### src/polyline_length_accumulator_unit_macros.svh
// assertion helpers for the polyline length accumulator
`ifndef POLYLINE_LENGTH_ACCUMULATOR_UNIT_MACROS_SVH
`define POLYLINE_LENGTH_ACCUMULATOR_UNIT_MACROS_SVH

// same-cycle implication, checked out of reset
`define PLA_ASSERT_NOW(lbl, clk, rst_n, ante, cons, msg) \
    lbl: assert property (@(posedge clk) disable iff (!rst_n) (ante) |-> (cons)) \
        else $error(msg);

// next-cycle implication, checked out of reset
`define PLA_ASSERT_NEXT(lbl, clk, rst_n, ante, cons, msg) \
    lbl: assert property (@(posedge clk) disable iff (!rst_n) (ante) |=> (cons)) \
        else $error(msg);

`endif

### src/pla_pkg.sv
`default_nettype none

package pla_pkg;

    // field widths
    localparam int COORD_W = 16;
    localparam int SUM_W   = 32;
    localparam int TOTAL_W = 32;

    // square root datapath sizes
    localparam int SQ_W   = 2 * COORD_W;
    localparam int ROOT_W = COORD_W + 1;
    localparam int RAD_W  = 2 * ROOT_W;
    localparam int REM_W  = ROOT_W + 3;

    localparam logic [SUM_W-1:0] SUM_MAX = '1;

    typedef logic signed [COORD_W-1:0] t_coord;
    typedef logic [COORD_W-1:0]        t_mag;
    typedef logic [ROOT_W-1:0]         t_len;
    typedef logic [SUM_W-1:0]          t_sum;

    typedef struct packed {
        logic signed [COORD_W-1:0] x_coord;
        logic signed [COORD_W-1:0] y_coord;
        logic                      last_point;
    } t_in_item;

    typedef struct packed {
        logic [TOTAL_W-1:0] total_length;
        logic               overflowed;
    } t_out_item;

    // segment length request and response
    typedef struct packed {
        logic start;
        t_mag mx;
        t_mag my;
    } t_seg_req;

    typedef struct packed {
        logic done;
        t_len len;
    } t_seg_rsp;

    // magnitude of the difference of two signed coordinates
    function automatic t_mag abs_diff(input t_coord a, input t_coord b);
        logic signed [COORD_W:0] d;
        logic [COORD_W:0]        m;
        d = {a[COORD_W-1], a} - {b[COORD_W-1], b};
        m = d[COORD_W] ? (~d + 1'b1) : d;
        return m[COORD_W-1:0];
    endfunction

endpackage

`default_nettype wire

### src/pla_seglen.sv
`default_nettype none

module pla_seglen
    import pla_pkg::*;
(
    input  wire logic     i_clk,
    input  wire logic     i_rst_n,
    input  wire t_seg_req i_req,
    output t_seg_rsp      o_rsp
);

    localparam int CNT_W = $clog2(ROOT_W);

    typedef enum logic [3:0] {
        S_IDLE = 4'b0001,
        S_SQR  = 4'b0010,
        S_SUM  = 4'b0100,
        S_ROOT = 4'b1000
    } t_seg_state;

    t_seg_state        r_state, n_state;
    logic [CNT_W-1:0]  r_cnt;
    t_mag              r_mx, r_my;
    logic [SQ_W-1:0]   r_addx, r_addy;
    logic [SQ_W-1:0]   r_sqx, r_sqy;
    logic [RAD_W-1:0]  r_rad;
    logic [ROOT_W:0]   r_rem;
    t_len              r_root;
    logic              r_done;
    t_len              r_len;

    logic [REM_W-1:0]  rem_sh;
    logic [REM_W-1:0]  trial;
    logic [REM_W-1:0]  rem_diff;
    logic              take;
    logic [ROOT_W:0]   n_rem;
    t_len              n_root;

    // one root digit per cycle from the top bit pair of the radicand
    always_comb begin
        rem_sh   = {r_rem, r_rad[RAD_W-1 -: 2]};
        trial    = {1'b0, r_root, 2'b01};
        rem_diff = rem_sh - trial;
        take     = (rem_sh >= trial);
        n_rem    = take ? rem_diff[ROOT_W:0] : rem_sh[ROOT_W:0];
        n_root   = {r_root[ROOT_W-2:0], take};
    end

    // sequencer
    always_comb begin
        n_state = r_state;
        case (r_state)
            S_IDLE: begin
                if (i_req.start) n_state = S_SQR;
            end
            S_SQR: begin
                if (r_cnt == '0) n_state = S_SUM;
            end
            S_SUM: begin
                n_state = S_ROOT;
            end
            S_ROOT: begin
                if (r_cnt == '0) n_state = S_IDLE;
            end
            default: begin
                n_state = S_IDLE;
            end
        endcase
    end

    // control state
    always_ff @(posedge i_clk) begin
        if (!i_rst_n) begin
            r_state <= S_IDLE;
            r_done  <= 1'b0;
        end else begin
            r_state <= n_state;
            r_done  <= (r_state == S_ROOT) && (r_cnt == '0);
        end
    end

    // datapath: shift-add squaring, then the digit-by-digit root
    always_ff @(posedge i_clk) begin
        case (r_state)
            S_IDLE: begin
                r_mx   <= i_req.mx;
                r_my   <= i_req.my;
                r_addx <= SQ_W'(i_req.mx);
                r_addy <= SQ_W'(i_req.my);
                r_sqx  <= '0;
                r_sqy  <= '0;
                r_cnt  <= CNT_W'(COORD_W - 1);
            end
            S_SQR: begin
                if (r_mx[0]) r_sqx <= r_sqx + r_addx;
                if (r_my[0]) r_sqy <= r_sqy + r_addy;
                r_mx   <= r_mx >> 1;
                r_my   <= r_my >> 1;
                r_addx <= r_addx << 1;
                r_addy <= r_addy << 1;
                r_cnt  <= r_cnt - 1'b1;
            end
            S_SUM: begin
                r_rad  <= RAD_W'(r_sqx) + RAD_W'(r_sqy);
                r_rem  <= '0;
                r_root <= '0;
                r_cnt  <= CNT_W'(ROOT_W - 1);
            end
            S_ROOT: begin
                r_rad  <= r_rad << 2;
                r_rem  <= n_rem;
                r_root <= n_root;
                r_cnt  <= r_cnt - 1'b1;
                if (r_cnt == '0) r_len <= n_root;
            end
            default: begin
                r_cnt <= '0;
            end
        endcase
    end

    assign o_rsp.done = r_done;
    assign o_rsp.len  = r_len;

endmodule

`default_nettype wire

### src/polyline_length_accumulator_unit.sv
// Polyline length accumulator: vertices arrive one per request as signed Q8.8 (x, y) with a
// last-point flag; each vertex after the first adds floor(sqrt(dx^2 + dy^2)) to a saturating
// Q24.8 total, and closed mode also adds the segment from the last vertex back to the first.
// The total and an overflow flag go out on the last vertex, after which the path state clears.
// Every vertex after the first waits on the shared segment unit: bit-serial squaring, forming
// the radicand, then one root digit per step, plus handoff and accumulate. In closed mode the
// last vertex also waits for the closing segment on the same unit. The output register lets
// the next vertex be taken while a total waits to be read. Config writes are always accepted.
`default_nettype none

module polyline_length_accumulator_unit
    import pla_pkg::*;
(
    input  wire logic      i_clk,
    input  wire logic      i_rst_n,
    input  wire logic      i_in_valid,
    output logic           o_in_ready,
    input  wire t_in_item  i_in_data,
    output logic           o_out_valid,
    input  wire logic      i_out_ready,
    output t_out_item      o_out_data,
    input  wire logic      i_cfg_valid,
    output logic           o_cfg_ready,
    input  wire logic      i_cfg_data
);

`include "polyline_length_accumulator_unit_macros.svh"

    typedef enum logic [4:0] {
        T_IDLE  = 5'b00001,
        T_SEG1  = 5'b00010,
        T_CHECK = 5'b00100,
        T_SEG2  = 5'b01000,
        T_EMIT  = 5'b10000
    } t_top_state;

    t_top_state r_state, n_state;
    logic       r_closed;
    logic       r_have_prev;
    logic       r_last;
    logic       r_sat;
    t_sum       r_total;
    t_coord     r_first_x, r_first_y;
    t_coord     r_prev_x, r_prev_y;
    logic       r_out_valid;
    t_out_item  r_out_data;

    t_seg_req   seg_req;
    t_seg_rsp   seg_rsp;
    logic       in_take;
    logic       out_load;
    logic       close_start;
    logic [SUM_W:0] sum_ext;
    t_sum       acc_total;
    logic       acc_sat;

    assign o_in_ready  = (r_state == T_IDLE);
    assign o_cfg_ready = 1'b1;
    assign in_take     = i_in_valid && o_in_ready;
    assign out_load    = (r_state == T_EMIT) && (!r_out_valid || i_out_ready);
    assign close_start = (r_state == T_CHECK) && r_last && r_closed;

    // segment requests: new vertex against previous, or closing against first
    always_comb begin
        seg_req.start = (in_take && r_have_prev) || close_start;
        if (r_state == T_CHECK) begin
            seg_req.mx = abs_diff(r_prev_x, r_first_x);
            seg_req.my = abs_diff(r_prev_y, r_first_y);
        end else begin
            seg_req.mx = abs_diff(i_in_data.x_coord, r_prev_x);
            seg_req.my = abs_diff(i_in_data.y_coord, r_prev_y);
        end
    end

    pla_seglen u_seglen (
        .i_clk   (i_clk),
        .i_rst_n (i_rst_n),
        .i_req   (seg_req),
        .o_rsp   (seg_rsp)
    );

    // saturating accumulate of a finished segment
    always_comb begin
        sum_ext   = {1'b0, r_total} + (SUM_W + 1)'(seg_rsp.len);
        acc_total = sum_ext[SUM_W] ? SUM_MAX : sum_ext[SUM_W-1:0];
        acc_sat   = r_sat | sum_ext[SUM_W];
    end

    // sequencer
    always_comb begin
        n_state = r_state;
        case (r_state)
            T_IDLE: begin
                if (in_take) n_state = r_have_prev ? T_SEG1 : T_CHECK;
            end
            T_SEG1: begin
                if (seg_rsp.done) n_state = T_CHECK;
            end
            T_CHECK: begin
                if (!r_last)       n_state = T_IDLE;
                else if (r_closed) n_state = T_SEG2;
                else               n_state = T_EMIT;
            end
            T_SEG2: begin
                if (seg_rsp.done) n_state = T_EMIT;
            end
            T_EMIT: begin
                if (out_load) n_state = T_IDLE;
            end
            default: begin
                n_state = T_IDLE;
            end
        endcase
    end

    // control state, path flags and the running total
    always_ff @(posedge i_clk) begin
        if (!i_rst_n) begin
            r_state     <= T_IDLE;
            r_closed    <= 1'b0;
            r_have_prev <= 1'b0;
            r_sat       <= 1'b0;
            r_total     <= '0;
            r_out_valid <= 1'b0;
        end else begin
            r_state <= n_state;
            if (i_cfg_valid) r_closed <= i_cfg_data;
            if (in_take) r_have_prev <= 1'b1;
            if (seg_rsp.done && (r_state == T_SEG1 || r_state == T_SEG2)) begin
                r_total <= acc_total;
                r_sat   <= acc_sat;
            end
            if (out_load) begin
                r_have_prev <= 1'b0;
                r_sat       <= 1'b0;
                r_total     <= '0;
                r_out_valid <= 1'b1;
            end else if (i_out_ready) begin
                r_out_valid <= 1'b0;
            end
        end
    end

    // vertex registers and the output payload
    always_ff @(posedge i_clk) begin
        if (in_take) begin
            r_prev_x <= i_in_data.x_coord;
            r_prev_y <= i_in_data.y_coord;
            r_last   <= i_in_data.last_point;
            if (!r_have_prev) begin
                r_first_x <= i_in_data.x_coord;
                r_first_y <= i_in_data.y_coord;
            end
        end
        if (out_load) begin
            r_out_data.total_length <= TOTAL_W'(r_total);
            r_out_data.overflowed   <= r_sat;
        end
    end

    assign o_out_valid = r_out_valid;
    assign o_out_data  = r_out_data;

    // checks
    `PLA_ASSERT_NOW(a_sat_pins_max, i_clk, i_rst_n, r_sat, r_total == SUM_MAX,
        "overflow flag set while total is below its maximum")
    `PLA_ASSERT_NOW(a_done_when_waiting, i_clk, i_rst_n, seg_rsp.done,
        r_state == T_SEG1 || r_state == T_SEG2, "segment finished with no request pending")
    `PLA_ASSERT_NOW(a_out_from_emit, i_clk, i_rst_n, $rose(r_out_valid),
        $past(r_state == T_EMIT), "result appeared without an emit step")
    `PLA_ASSERT_NEXT(a_clear_after_emit, i_clk, i_rst_n, out_load,
        !r_have_prev && r_total == '0 && !r_sat, "path state not cleared after emit")

endmodule

`default_nettype wire

### config.mk
export PLATFORM = sky130hd
export DESIGN_NAME = polyline_length_accumulator_unit
export DESIGN_NICKNAME = d
export VERILOG_FILES = /design/src/pla_pkg.sv /design/src/pla_seglen.sv /design/src/polyline_length_accumulator_unit.sv
export VERILOG_INCLUDE_DIRS = /design/src /design/src/src
export SDC_FILE = /design/constraint.sdc
export NUM_CORES = 1
export LEC_CHECK = 0
export ABC_AREA = 0
export BUFFER_PORTS_ARGS = -buffer_cell sky130_fd_sc_hd__buf_2
export CORE_ASPECT_RATIO = 1.2
export CORE_MARGIN = 2
export CORE_UTILIZATION = 45
export DETAILED_ROUTE_END_ITERATION = 10
export GPL_TIMING_DRIVEN = 0
export PLACE_DENSITY = 0.6
export SETUP_SLACK_MARGIN = 0.2
export SYNTH_ARGS = -nofsm -noshare
export SYNTH_HDL_FRONTEND = slang
export SYNTH_SLANG_ARGS = --single-unit
### constraint.sdc
create_clock -name i_clk -period 3.7 [get_ports i_clk]
set_input_delay 0.555 -clock i_clk [delete_from_list [all_inputs] [get_ports i_clk]]
set_output_delay 0.555 -clock i_clk [all_outputs]
set_load 0.005 [all_outputs]
==> results of run 1 <==
cell usage after synthesis, drive strengths merged (31+ instances only):
cell type    n
ha         200
inv        165
dfxtp       51
nand2      191
nor3        64
edfxtp     344
nand3       59
a21oi      203
a21o        67
a31oi       36
xor2        70
nor2       218
and3        31
nor2b       35
and2        55
xnor2      119
o21ai      159
o21a        44
a211oi      31
clkbuf      49
critical path: stages (launching register included):
cell and delay [ns]:
sky130_fd_sc_hd__edfxtp_1 0.38, sky130_fd_sc_hd__inv_1 0.07, sky130_fd_sc_hd__ha_2 0.18, sky130_fd_sc_hd__inv_2 0.04, sky130_fd_sc_hd__fa_2 0.37, sky130_fd_sc_hd__a211oi_4 0.26
sky130_fd_sc_hd__o21a_1 0.18, sky130_fd_sc_hd__o21bai_2 0.11, sky130_fd_sc_hd__a211o_1 0.36, sky130_fd_sc_hd__a2111oi_4 0.45, sky130_fd_sc_hd__nand3_4 0.19, sky130_fd_sc_hd__o31ai_2 0.26
sky130_fd_sc_hd__xnor2_1 0.12, sky130_fd_sc_hd__mux2i_2 0.24, sky130_fd_sc_hd__o21ai_1 0.10
flip-flops by register name, indices dropped and copies added (netlist names), 17 cells and up:
register and flops:
u_seglen.r_root 17, u_seglen.r_addy 32, u_seglen.r_addx 32, u_seglen.r_sqy 32, r_total 32, o_out_data 33, u_seglen.r_sqx 32, u_seglen.r_rem 18
u_seglen.r_rad 34, u_seglen.r_len 17
report_power, final:
group	internal, mW	switching [mW]	total [mW]
Combinational	3.55	5.22	8.77
Sequential	6.34	0.603	6.94
Clock	2.50	1.88	4.38
Total	12.4	7.70	20.1
worst min-delay path by stage:
stage                       start  depth (start not counted)                      end
3_3_place_gp   r_sat$_SDFFE_PP0P_                          0  o_out_data[0]$_DFFE_PP_
4_1_cts              i_in_data[0]                          1         r_last$_DFFE_PP_
6_report             i_in_data[0]                          1         r_last$_DFFE_PP_
3_5_place_dp   r_sat$_SDFFE_PP0P_                          0  o_out_data[0]$_DFFE_PP_
5_1_grt              i_in_data[0]                          1         r_last$_DFFE_PP_
2_1_floorplan  r_sat$_SDFFE_PP0P_                          0  o_out_data[0]$_DFFE_PP_
cell type report:
class	count	area (um^2)	area share [%]
clock buffer	61	1237	4.260
tap	727	909.6	3.131
multi-input combinational	1918	13720	47.22
inverter	165	619.3	2.132
buffer	67	316.6	1.090
timing repair buffer	110	695.7	2.395
clock inverter	20	201.4	0.6935
sequential	395	11350	39.07
timing repair:
action,CTS,global route
pin swaps,11,51
setup buffers,3,29
endpoints found under the setup margin,126,174
resized for setup,39,118
per-layer routing:
metal	share of wire, %	up-vias	global-route usage (%)
li1	-	9716	-
met1	42	9515	25.05
met2	53	294	39.24
met3	2.8	98	2.648
met4	2.6	0	6.288
met5	0	-	0
cells by family after synthesis:
kind of cell / Yosys count / share of synthesized area [%]
AND/OR/NAND/NOR: 778 / 14.99
AO/OA/AOI/OAI: 721 / 18.81
flip-flops: 395 / 44.76
buffers and inverters: 233 / 3.562
adder cells (fa/ha/maj): 208 / 10.50
XOR/XNOR: 189 / 6.528
multiplexers: 21 / 0.8289
other: 1 / 0.01479
per-stage QoR:
stage | utilization (%) | setup TNS [ns] | setup WS, ns | hold slack, ns
final | 52.00 | 0 | 0.1004 | 0.1386
after global routing | 52.00 | -0.2003 | -0.05844 | 0.1192
after CTS | 50.88 | 0 | 0.1740 | 0.1100
after detailed placement | 47.89 | -20.06 | -0.5404 | 0.4206
after global placement | 47.68 | -195.87 | -1.199 | 0.4148
after floorplan | - | 0 | 0.2602 | 0.4082
==> impl_results.rst, run 1 <==
.. list-table::
   :header-rows: 1

   * - Metric
     - Value
   * - Total Die Area
     - about 0.058 mm^2
   * - Count of warnings emitted by yosys
     - 0
   * - Final setup vio count
     - 0
   * - Number of global-route vias before repair
     - slightly below 20,000
   * - Most used cells in the layout excluding fill and tap cells
     - 344 x sky130_fd_sc_hd__edfxtp_1, 214 x sky130_fd_sc_hd__nor2_1, 196 x sky130_fd_sc_hd__ha_1
   * - Number of cells on the worst reg-to-reg path
     - 14
   * - Num CTS Buffers
     - 45
   * - TritonCTS clock tree
     - built
   * - Synth Instances
     - roughly 2,500
   * - Post-DP Area
     - between 0.02 and 0.03 mm^2
   * - # port buffers
     - 73
   * - Library cell used as clock root buffer
     - sky130_fd_sc_hd__clkbuf_16
   * - Status
     - finished, final reports clean
   * - Detailed Route Iter0 Violations
     - between 900 and 1,000
   * - Area share of the largest cell type after synthesis
     - about two fifths
   * - Worst EP required
     - 4.03 ns
   * - Clk_lat worst skew
     - approximately 0.60 ns
   * - Count of TritonRoute iterations in the first routing pass
     - 5
   * - Commonest non-fill, non-tap cell in the layout
     - sky130_fd_sc_hd__edfxtp_1
   * - Flip-flop and latch count after synthesis
     - 395
   * - Crit Path Class
     - reg2reg
   * - Crit path time final
     - roughly 3.6 ns
   * - Post-DRT Antenna Nets
     - 0
   * - Clock skew after layout
     - 0.02166 ns
   * - Average detailed-routed wire length per instance
     - about 18 um
   * - Start point of the critical path
     - r_prev_y[0]$_DFFE_PP_
   * - Total power divided by cell area
     - between 600 and 700 mW/mm^2
   * - Antenna violations before repair
     - 0
   * - Largest net degree at the start of global routing
     - 70
   * - Number of max-cap violations
     - 0
   * - DRC
     - 0
   * - Post-synthesis cell type count
     - between 80 and 90
   * - Sort of element at the start of the critical path
     - flip-flop
   * - Class of the most critical hold timing path
     - in2reg
   * - Worst Setup EP
     - u_seglen.r_addy[12]$_DFFE_PP_
   * - Initial core utilization
     - 45.39%
   * - Post-DP HPWL
     - ~47,000 um
   * - Die width
     - ~220 um
   * - CTS Buffer Depth
     - 3
   * - Critical Path End Type
     - flip-flop
   * - Layout cell share with drive strength beyond 1
     - 11.66%
   * - Wire length reported by the detailed router
     - roughly 62,000 um
   * - Wire length of the first global-routing pass
     - 99,850 um
   * - Grt ovf
     - 0
   * - Number of vias per cell
     - 5.666
   * - Io pins
     - 75
   * - Portion of the post-synthesis area used by sequential elements
     - roughly 45%
   * - Reg-to-reg endpoint
     - u_seglen.r_addy[12]$_DFFE_PP_
   * - Post-route design area
     - 0.02905 mm^2
   * - VDD IR max
     - 0.0004570 V
   * - Transition time at the pin with the least slew margin
     - about 1.2 ns
   * - Number of hold violations in the final report
     - 0
   * - Max frequency
     - about 0.28 GHz
   * - Final worst path period share
     - a little over nine tenths
   * - Setup repair after global routing missed its margin
     - true
   * - Height of the chip
     - about 260 um
   * - Beginning of the worst register-to-register path
     - r_prev_y[0]$_DFFE_PP_
   * - Inserted Diodes
     - 0
   * - Total instance count after detailed placement
     - between 3,000 and 4,000
   * - Detailed-route via count
     - 19,620
   * - Flip-flop cell with the highest count after synthesis
     - sky130_fd_sc_hd__edfxtp_1
   * - H-Tree Depth
     - 2
   * - # rows
     - 95
   * - Routability cong.
     - around 0.89
   * - Net count of the finished layout
     - 2,949
   * - Combined area of all synthesized cells
     - around 0.025 mm^2
   * - Library cell occupying the most area in the post-synthesis netlist
     - sky130_fd_sc_hd__edfxtp_1
   * - Leakage
     - about 12 nW
   * - Area Overhead vs Synth
     - 14.56%
   * - Post-synth ARST share
     - 0%
   * - Total nets after synthesis
     - 2,793
   * - Clock tree sinks
     - around 400
   * - Worst EP arrival
     - roughly 3.9 ns
   * - CP max FO
     - 5
   * - Synthesized area per cell
     - 9.960 um^2
   * - Global router's overall resource usage
     - about a fifth
   * - Relative slew slack
     - approximately 17%
   * - Final Max Tran Viols
     - 0
   * - Reg-to-reg setup timing slack
     - about 0.10 ns
   * - Area of the placeable core
     - 0.05587 mm^2
   * - Fill cells
     - about 5,100
   * - Sum of internal, switching and leakage power
     - 20.09 mW
   * - Post-route insts no fill
     - roughly 3,500
   * - Hold buffer count at CTS
     - 0
   * - Clock-pin slew on the worst setup and hold paths
     - approximately 0.06 ns
   * - Post-synth EDFFs
     - about 340
   * - Top area cells in the synthesized netlist
     - sky130_fd_sc_hd__edfxtp_1 41%, sky130_fd_sc_hd__ha_1 9.9%, sky130_fd_sc_hd__xnor2_1 4.1%
No activity file was read; power rests on OpenSTA's default activity.
==> inputs of run 2 (changes only) <==
Settings changed: CORE_MARGIN 2 to 4, PLACE_DENSITY 0.6 to 0.58.
Clock period 3.7 ns to 3.6 ns, I/O delays scaled along.
==> impl_results.rst, run 2 (same netlist as run 1, synthesis figures left out) <==
.. list-table::
   :header-rows: 1

   * - Metric
     - Value
   * - Number of max-cap violations
     - 0 (unchanged)
   * - Final setup vio count
     - 0 (unchanged)
   * - Largest register FFs
     - 34 (unchanged)
   * - Grt ovf
     - 0 (unchanged)
   * - Number of cells on the worst reg-to-reg path
     - 13 (-1)
   * - Clock Power Share
     - 22.2% (+0.4 points)
   * - Fill cells
     - 5,035 (-1.5%)
   * - Area of the placeable core
     - 0.05587 mm^2 (unchanged)
   * - Worst EP required
     - 3.95 ns (-0.08 ns)
   * - Worst EP arrival
     - 3.87 ns (-0.06 ns)
   * - Transition time at the pin with the least slew margin
     - 1.260 ns (+0.01077 ns)
   * - Number of hold violations in the final report
     - 0 (unchanged)
   * - Most used cells in the layout excluding fill and tap cells
     - 344 x sky130_fd_sc_hd__edfxtp_1, 210 x sky130_fd_sc_hd__nor2_1, 193 x sky130_fd_sc_hd__ha_1
   * - Clock-pin slew on the worst setup and hold paths
     - 0.06 ns (about the same)
   * - Wire length reported by the detailed router
     - 63,970 um (+3.1%)
   * - Post-route design area
     - 0.02960 mm^2 (+1.9%)
   * - Clock skew after layout
     - 0.02088 ns (-0.0007789 ns)
   * - Sum of internal, switching and leakage power
     - 21.17 mW (+5.4%)
   * - CP max FO
     - 4 (-1)
   * - # port buffers
     - 73 (unchanged)
   * - Length of routed met3 wiring
     - 1869 um (+7.6%)
   * - Final Max Tran Viols
     - 0 (unchanged)
   * - Wire length the detailed router placed on met1
     - 26,460 um (+1.6%)
   * - Number of global-route vias before repair
     - 19,410 (-1.3%)
   * - Initial core utilization
     - 45.39% (unchanged)
   * - Leakage
     - 11.93 nW (+2.1%)
   * - Final worst path period share
     - 97.95% (+0.67 points)
   * - Total Die Area
     - 0.06023 mm^2 (+3.4%)
   * - Smallest hold slack
     - 0.1094 ns (-0.02914 ns)
   * - Clock tree sinks
     - 395 (unchanged)
   * - Worst Setup EP
     - u_seglen.r_mx[14]$_DFFE_PP_
   * - Beginning of the worst register-to-register path
     - r_prev_x[0]$_DFFE_PP_
   * - Post-DP HPWL
     - 47,430 um (+1.4%)
   * - Total net switching power
     - 8.054 mW (+4.6%)
   * - Setup repair after global routing missed its margin
     - true
   * - Die width
     - 224.7 um (+1.8%)
   * - Library cell used as clock root buffer
     - sky130_fd_sc_hd__clkbuf_16
   * - Relative slew slack
     - 14.81% (-1.8 points)
   * - Post-DRT Antenna Nets
     - 0 (unchanged)
   * - Reg-to-reg setup timing slack
     - 0.07 ns (-0.03 ns)
   * - Height of the chip
     - 268.0 um (+1.5%)
   * - Number of vias per cell
     - 5.643 (-0.42%)
   * - Global router's overall resource usage
     - 20.50% (-0.62 points)
   * - Io pins
     - 75 (unchanged)
   * - Cell type of the slowest stage on the worst timing path
     - sky130_fd_sc_hd__o32a_1
   * - Cells traversed along the worst timing path
     - ha_2 -> inv_2 -> fa_2 -> a211oi_2 -> nor2_2 -> o31a_1 -> or2_1 -> o32a_1 -> a211oi_2 -> a31oi_2 -> xor2_1 -> a211oi_2 -> a21o_1
   * - CTS Buffer Depth
     - 3 (unchanged)
   * - Worst path most repeated cell
     - sky130_fd_sc_hd__a211oi_2
   * - Sequential cell area in the final layout
     - 0.01135 mm^2 (unchanged)
   * - Crit path time final
     - 3.526 ns (-0.07329 ns)
   * - Start point of the critical path
     - r_prev_x[0]$_DFFE_PP_
   * - VDD IR max
     - 0.0004830 V (+5.7%)
   * - Max frequency
     - 0.2836 GHz (+2.1%)
   * - Detailed-route via count
     - 19,640 (+0.066%)
   * - Sort of element at the start of the critical path
     - flip-flop
   * - Routability cong.
     - 0.8998 (+0.91%)
   * - Reg-to-reg endpoint
     - u_seglen.r_mx[14]$_DFFE_PP_
   * - Biggest register
     - u_seglen.r_rad
   * - Largest net degree at the start of global routing
     - 70 (unchanged)
   * - TritonCTS clock tree
     - built
   * - Layout cell share with drive strength beyond 1
     - 13.92% (+2.3 points)
   * - Post-DP Area
     - 0.02677 mm^2 (about the same)
   * - Wire length of the first global-routing pass
     - 101,200 um (+1.3%)
   * - Antenna violations before repair
     - 0 (unchanged)
   * - Average detailed-routed wire length per instance
     - 18.38 um (+2.6%)
   * - Critical Path End Type
     - flip-flop
   * - Detailed Route Iter0 Violations
     - 1,135 (+20%)
   * - Reg power frac
     - 33.8% (-0.7 points)
   * - Area of the multi-input gates
     - 0.01399 mm^2 (+2.0%)
   * - DRC
     - 0 (unchanged)
   * - Switch share
     - 38.04% (-0.28 points)
   * - H-Tree Depth
     - 2 (unchanged)
   * - Total power divided by cell area
     - 715.2 mW/mm^2 (+3.4%)
   * - Slowest cell delay on critical path
     - 0.38 ns (-0.07 ns)
   * - Top routing layer used
     - met4
   * - # rows
     - 95 (unchanged)
   * - Final worst slack
     - 0.07370 ns (-0.02671 ns)
   * - Met2 layer wire length in the routed design
     - 33,690 um (+3.2%)
   * - Net count of the finished layout
     - 2,964 (+0.51%)
   * - Pre-CTS setup slack
     - -0.6680 ns (-0.1276 ns)
   * - Total internal power
     - 13.12 mW (+5.9%)
   * - Final core utilization
     - 52.99% (+0.99 points)
   * - Crit Path Class
     - reg2reg
   * - Hold buffer count at CTS
     - 0 (unchanged)
   * - Num CTS Buffers
     - 46 (+2.2%)
   * - Count of TritonRoute iterations in the first routing pass
     - 6 (+1)
   * - Area Overhead vs Synth
     - 16.75%
   * - Combinational share of power
     - 44.0% (+0.3 points)
   * - Commonest non-fill, non-tap cell in the layout
     - sky130_fd_sc_hd__edfxtp_1
   * - Class of the most critical hold timing path
     - in2reg
   * - Clk_lat worst skew
     - 0.60 ns (about the same)
   * - Status
     - finished, final reports clean
## run 2: changes by cell type in the layout (fill, tap and decap cells not counted), moves of 5 or more
| cell | change |
|---|---|
| sky130_fd_sc_hd__o21ai_0 | -7 |
| sky130_fd_sc_hd__a21oi_1 | -10 |
| sky130_fd_sc_hd__buf_4 | +6 |
| sky130_fd_sc_hd__a21oi_2 | +8 |
| sky130_fd_sc_hd__buf_6 | +5 |
| sky130_fd_sc_hd__o21ai_1 | +5 |
| sky130_fd_sc_hd__xnor2_2 | +6 |
| sky130_fd_sc_hd__xnor2_1 | -6 |
## run 2: critical path, delay by kind of cell (launching register included)
family	cells	cell delay, ns
xor+xnor	1	0.23
compound gates	7	1.75
flops	1	0.36
fa+ha+maj	2	0.55
buf+inv	1	0.04
simple gates	2	0.35
## run 2: cell type report
class	count	share of cell area, %
timing repair buffer	125	2.980
clock inverter	17	0.6762
buffer	66	1.124
inverter	165	2.092
tap	727	3.073
sequential	395	38.34
multi-input combinational	1918	47.26
clock buffer	66	4.450
antenna	1	0.008453
## run 2: how the worst min path moves through the flow
stage,startpoint,to,slack (ns),depth (start not counted)
after detailed placement,r_sat$_SDFFE_PP0P_,o_out_data[0]$_DFFE_PP_,0.43,0
final,i_in_data[0],r_last$_DFFE_PP_,0.11,1
after floorplan,r_sat$_SDFFE_PP0P_,o_out_data[0]$_DFFE_PP_,0.41,0
after global placement,r_sat$_SDFFE_PP0P_,o_out_data[0]$_DFFE_PP_,0.42,0
after CTS,i_in_data[0],r_last$_DFFE_PP_,0.08,1
after global routing,i_in_data[0],r_last$_DFFE_PP_,0.09,1
## run 2: timing repair
action                                 4_1_cts  5_1_grt
endpoints found under the hold margin        0        0
resized for setup                           65      171
gates cloned                                 0        2
setup endpoints to repair                  171      182
pin swaps                                   22       90
buffers inserted                            11       32
## run 2: power groups by stage
stage / Clock, mW / Combinational [mW] / Sequential, mW
3_3_place_gp: 0 / 8.02 / 7.31
3_5_place_dp: 0 / 8.32 / 7.26
5_1_grt: 5.02 / 10.4 / 7.23
6_report: 4.71 / 9.32 / 7.15
4_1_cts: 4.83 / 8.65 / 7.17
2_1_floorplan: 0 / 6.51 / 6.95
## run 2: metrics by stage
| stage | instances | TNS, ns |
|---|---|---|
| floorplan | 2546 | 0 |
| global placement | 3346 | -292.98 |
| detailed placement | 3352 | -52.08 |
| CTS | 3445 | 0 |
| global route | 3479 | -0.4545 |
| finish | 3480 | 0 |
## run 2: routing by layer
layer	GRT usage (%)	vias up
li1	-	9764
met1	24.34	9444
met2	38.80	323
met3	2.557	105
met5	0	-
met4	6.012	0
==> inputs of run 3 (changes only) <==
Settings changed: REMOVE_ABC_BUFFERS set to 1.
==> impl_results.rst, run 3 (same netlist as run 1, synthesis figures left out) <==
.. list-table::
   :header-rows: 1

   * - Metric
     - Value
   * - Status
     - finished, final reports clean
   * - Layout cell share with drive strength beyond 1
     - 14.63% (+0.71 points)
   * - Library cell used as clock root buffer
     - sky130_fd_sc_hd__clkbuf_16
   * - Leakage
     - 11.98 nW (+0.42%)
   * - Wire length reported by the detailed router
     - 56,810 um (-11%)
   * - Clock-pin slew on the worst setup and hold paths
     - 0.06 ns (about the same)
   * - Final worst slack
     - 0.1052 ns (+0.03151 ns)
   * - Pre-CTS setup slack
     - -0.4986 ns (+0.1694 ns)
   * - Most used cells in the layout excluding fill and tap cells
     - 344 x sky130_fd_sc_hd__edfxtp_1, 211 x sky130_fd_sc_hd__nor2_1, 195 x sky130_fd_sc_hd__ha_1
   * - Largest net degree at the start of global routing
     - 70 (unchanged)
   * - Cell type of the slowest stage on the worst timing path
     - sky130_fd_sc_hd__edfxtp_1
   * - Grt ovf
     - 0 (unchanged)
   * - # rows
     - 95 (unchanged)
   * - Routability cong.
     - 0.9131 (+1.5%)
   * - Detailed Route Iter0 Violations
     - 987 (-13%)
   * - Number of vias per cell
     - 5.573 (-1.2%)
   * - Relative slew slack
     - 12.94% (-1.9 points)
   * - Io pins
     - 75 (unchanged)
   * - Area of the placeable core
     - 0.05587 mm^2 (unchanged)
   * - Final worst path period share
     - 97.08% (-0.88 points)
   * - Height of the chip
     - 268.0 um (unchanged)
   * - Total instance count after detailed placement
     - 3,308 (-1.3%)
   * - Wire length of the first global-routing pass
     - 91,670 um (-9.4%)
   * - Count of TritonRoute iterations in the first routing pass
     - 5 (-1)
   * - Final Max Tran Viols
     - 0 (unchanged)
   * - Global router's overall resource usage
     - 18.02% (-2.5 points)
   * - # port buffers
     - 73 (unchanged)
   * - Antenna violations before repair
     - 0 (unchanged)
   * - Clock tree sinks
     - 395 (unchanged)
   * - Worst EP arrival
     - 3.81 ns (-0.06 ns)
   * - Number of hold violations in the final report
     - 0 (unchanged)
   * - Initial core utilization
     - 45.39% (unchanged)
   * - Largest register FFs
     - 34 (unchanged)
   * - Detailed-route via count
     - 19,220 (-2.1%)
   * - Setup repair after global routing missed its margin
     - true
   * - Clock skew after layout
     - 0.03003 ns (+0.009143 ns)
   * - Total Die Area
     - 0.06023 mm^2 (unchanged)
   * - Biggest register
     - u_seglen.r_rad
   * - Inserted Diodes
     - 0 (-1)
   * - Max frequency
     - 0.2861 GHz (+0.90%)
   * - Clk_lat worst skew
     - 0.60 ns (about the same)
   * - Commonest non-fill, non-tap cell in the layout
     - sky130_fd_sc_hd__edfxtp_1
   * - Worst path most repeated cell
     - sky130_fd_sc_hd__inv_2
   * - Fill cells
     - 5,047 (+0.24%)
   * - Total power divided by cell area
     - 705.5 mW/mm^2 (-1.3%)
   * - Sort of element at the start of the critical path
     - flip-flop
   * - CP max FO
     - 4 (unchanged)
   * - Die width
     - 224.7 um (unchanged)
   * - Setup TNS
     - 0 ns (unchanged)
   * - Crit path time final
     - 3.495 ns (-0.03151 ns)
   * - Num CTS Buffers
     - 45 (-2.2%)
   * - TritonCTS clock tree
     - built
   * - Top Family by Delay on Critical Path
     - simple AND/OR/NAND/NOR gates
   * - DRC
     - 0 (unchanged)
   * - Final setup vio count
     - 0 (unchanged)
   * - Class of the most critical hold timing path
     - in2reg
   * - Cells traversed along the worst timing path
     - inv_2 -> ha_4 -> inv_2 -> fa_2 -> a211oi_4 -> nor2_2 -> xnor2_2 -> nor4_2 -> buf_4 -> and3b_2 -> and4bb_2 -> a31oi_4 -> xnor2_1 -> mux2i_1 -> o21ai_1
   * - Smallest hold slack
     - 0.1309 ns (+0.02149 ns)
   * - Critical Path End Type
     - flip-flop
   * - Average detailed-routed wire length per instance
     - 16.48 um (-10%)
   * - Number of max-cap violations
     - 0 (unchanged)
   * - Crit Path Class
     - reg2reg
   * - CTS Buffer Depth
     - 3 (unchanged)
   * - Post-route insts no fill
     - 3,448 (-0.92%)
   * - Buffers & Inverters on Critical Path
     - 3 (+2)
   * - Sum of internal, switching and leakage power
     - 20.85 mW (-1.5%)
   * - Slowest cell delay on critical path
     - 0.44 ns (+0.06 ns)
   * - VDD IR max
     - 0.0004516 V (-6.5%)
   * - Hold buffer count at CTS
     - 0 (unchanged)
   * - H-Tree Depth
     - 2 (unchanged)
   * - Post-DP HPWL
     - 41,080 um (-13%)
   * - Worst EP required
     - 3.92 ns (-0.03 ns)
   * - Net count of the finished layout
     - 2,932 (-1.1%)
   * - Post-DRT Antenna Nets
     - 0 (unchanged)
   * - Area Overhead vs Synth
     - 16.55%
   * - Transition time at the pin with the least slew margin
     - 1.303 ns (+0.04275 ns)
   * - Number of global-route vias before repair
     - 18,630 (-4.0%)
run 3: layout make-up:
cell class / count / area, um^2 / share of cell area, %
Tap cell: 727 / 909.6 / 3.078
Multi-Input combinational cell: 1920 / 13970 / 47.26
Sequential cell: 395 / 11350 / 38.41
Inverter: 165 / 619.3 / 2.096
Timing Repair Buffer: 158 / 1226 / 4.149
Clock inverter: 22 / 190.2 / 0.6435
Clock buffer: 61 / 1291 / 4.369
run 3: worst register-to-register path, delay by kind of cell, from the launching register on:
family | cells | cell delay, ns
compound gates | 3 | 0.48
simple gates | 4 | 0.95
xor+xnor | 2 | 0.32
buf+inv | 3 | 0.31
mux | 1 | 0.22
fa+ha+maj | 2 | 0.54
flops | 1 | 0.44
run 3: path summary, 6_finish.rpt:
| kind | to | cells past startpoint | from | slack (ns) |
|---|---|---|---|---|
| setup reg to reg | u_seglen.r_addx[13]$_DFFE_PP_ | 15 | r_prev_x[0]$_DFFE_PP_ | 0.11 |
| setup / recovery | u_seglen.r_addx[13]$_DFFE_PP_ | 15 | r_prev_x[0]$_DFFE_PP_ | 0.11 |
| hold reg to reg | u_seglen.r_len[12]$_DFFE_PP_ | 0 | u_seglen.r_root[11]$_SDFFCE_PN0P_ | 0.45 |
| hold / removal | r_last$_DFFE_PP_ | 1 | i_in_data[0] | 0.13 |
run 3: where the power goes:
group          switching, mW  internal (mW)
Combinational           5.32           3.87
Sequential             0.607           6.51
Clock                   1.92           2.62
run 3: repair_timing:
action                                  CTS  global route
gates resized for setup                  71           112
setup buffers                            19            34
endpoints found under the setup margin  106           138
pin swaps                                34            75
gates cloned                              0             4
run 3: routing by layer:
| layer | part of all wire (%) | GRT usage, % |
|---|---|---|
| met2 | 51 | 32.60 |
| met5 | 0 | 0 |
| met4 | 2.6 | 5.200 |
| met3 | 3.1 | 2.524 |
| met1 | 43 | 22.54 |
run 3: stage by stage:
step	area [um^2]	util, %
final	29550	52.90
after detailed placement	26760	47.90
after global placement	26350	47.16
after CTS	28750	51.46
after floorplan	25070	-
after global routing	29550	52.90
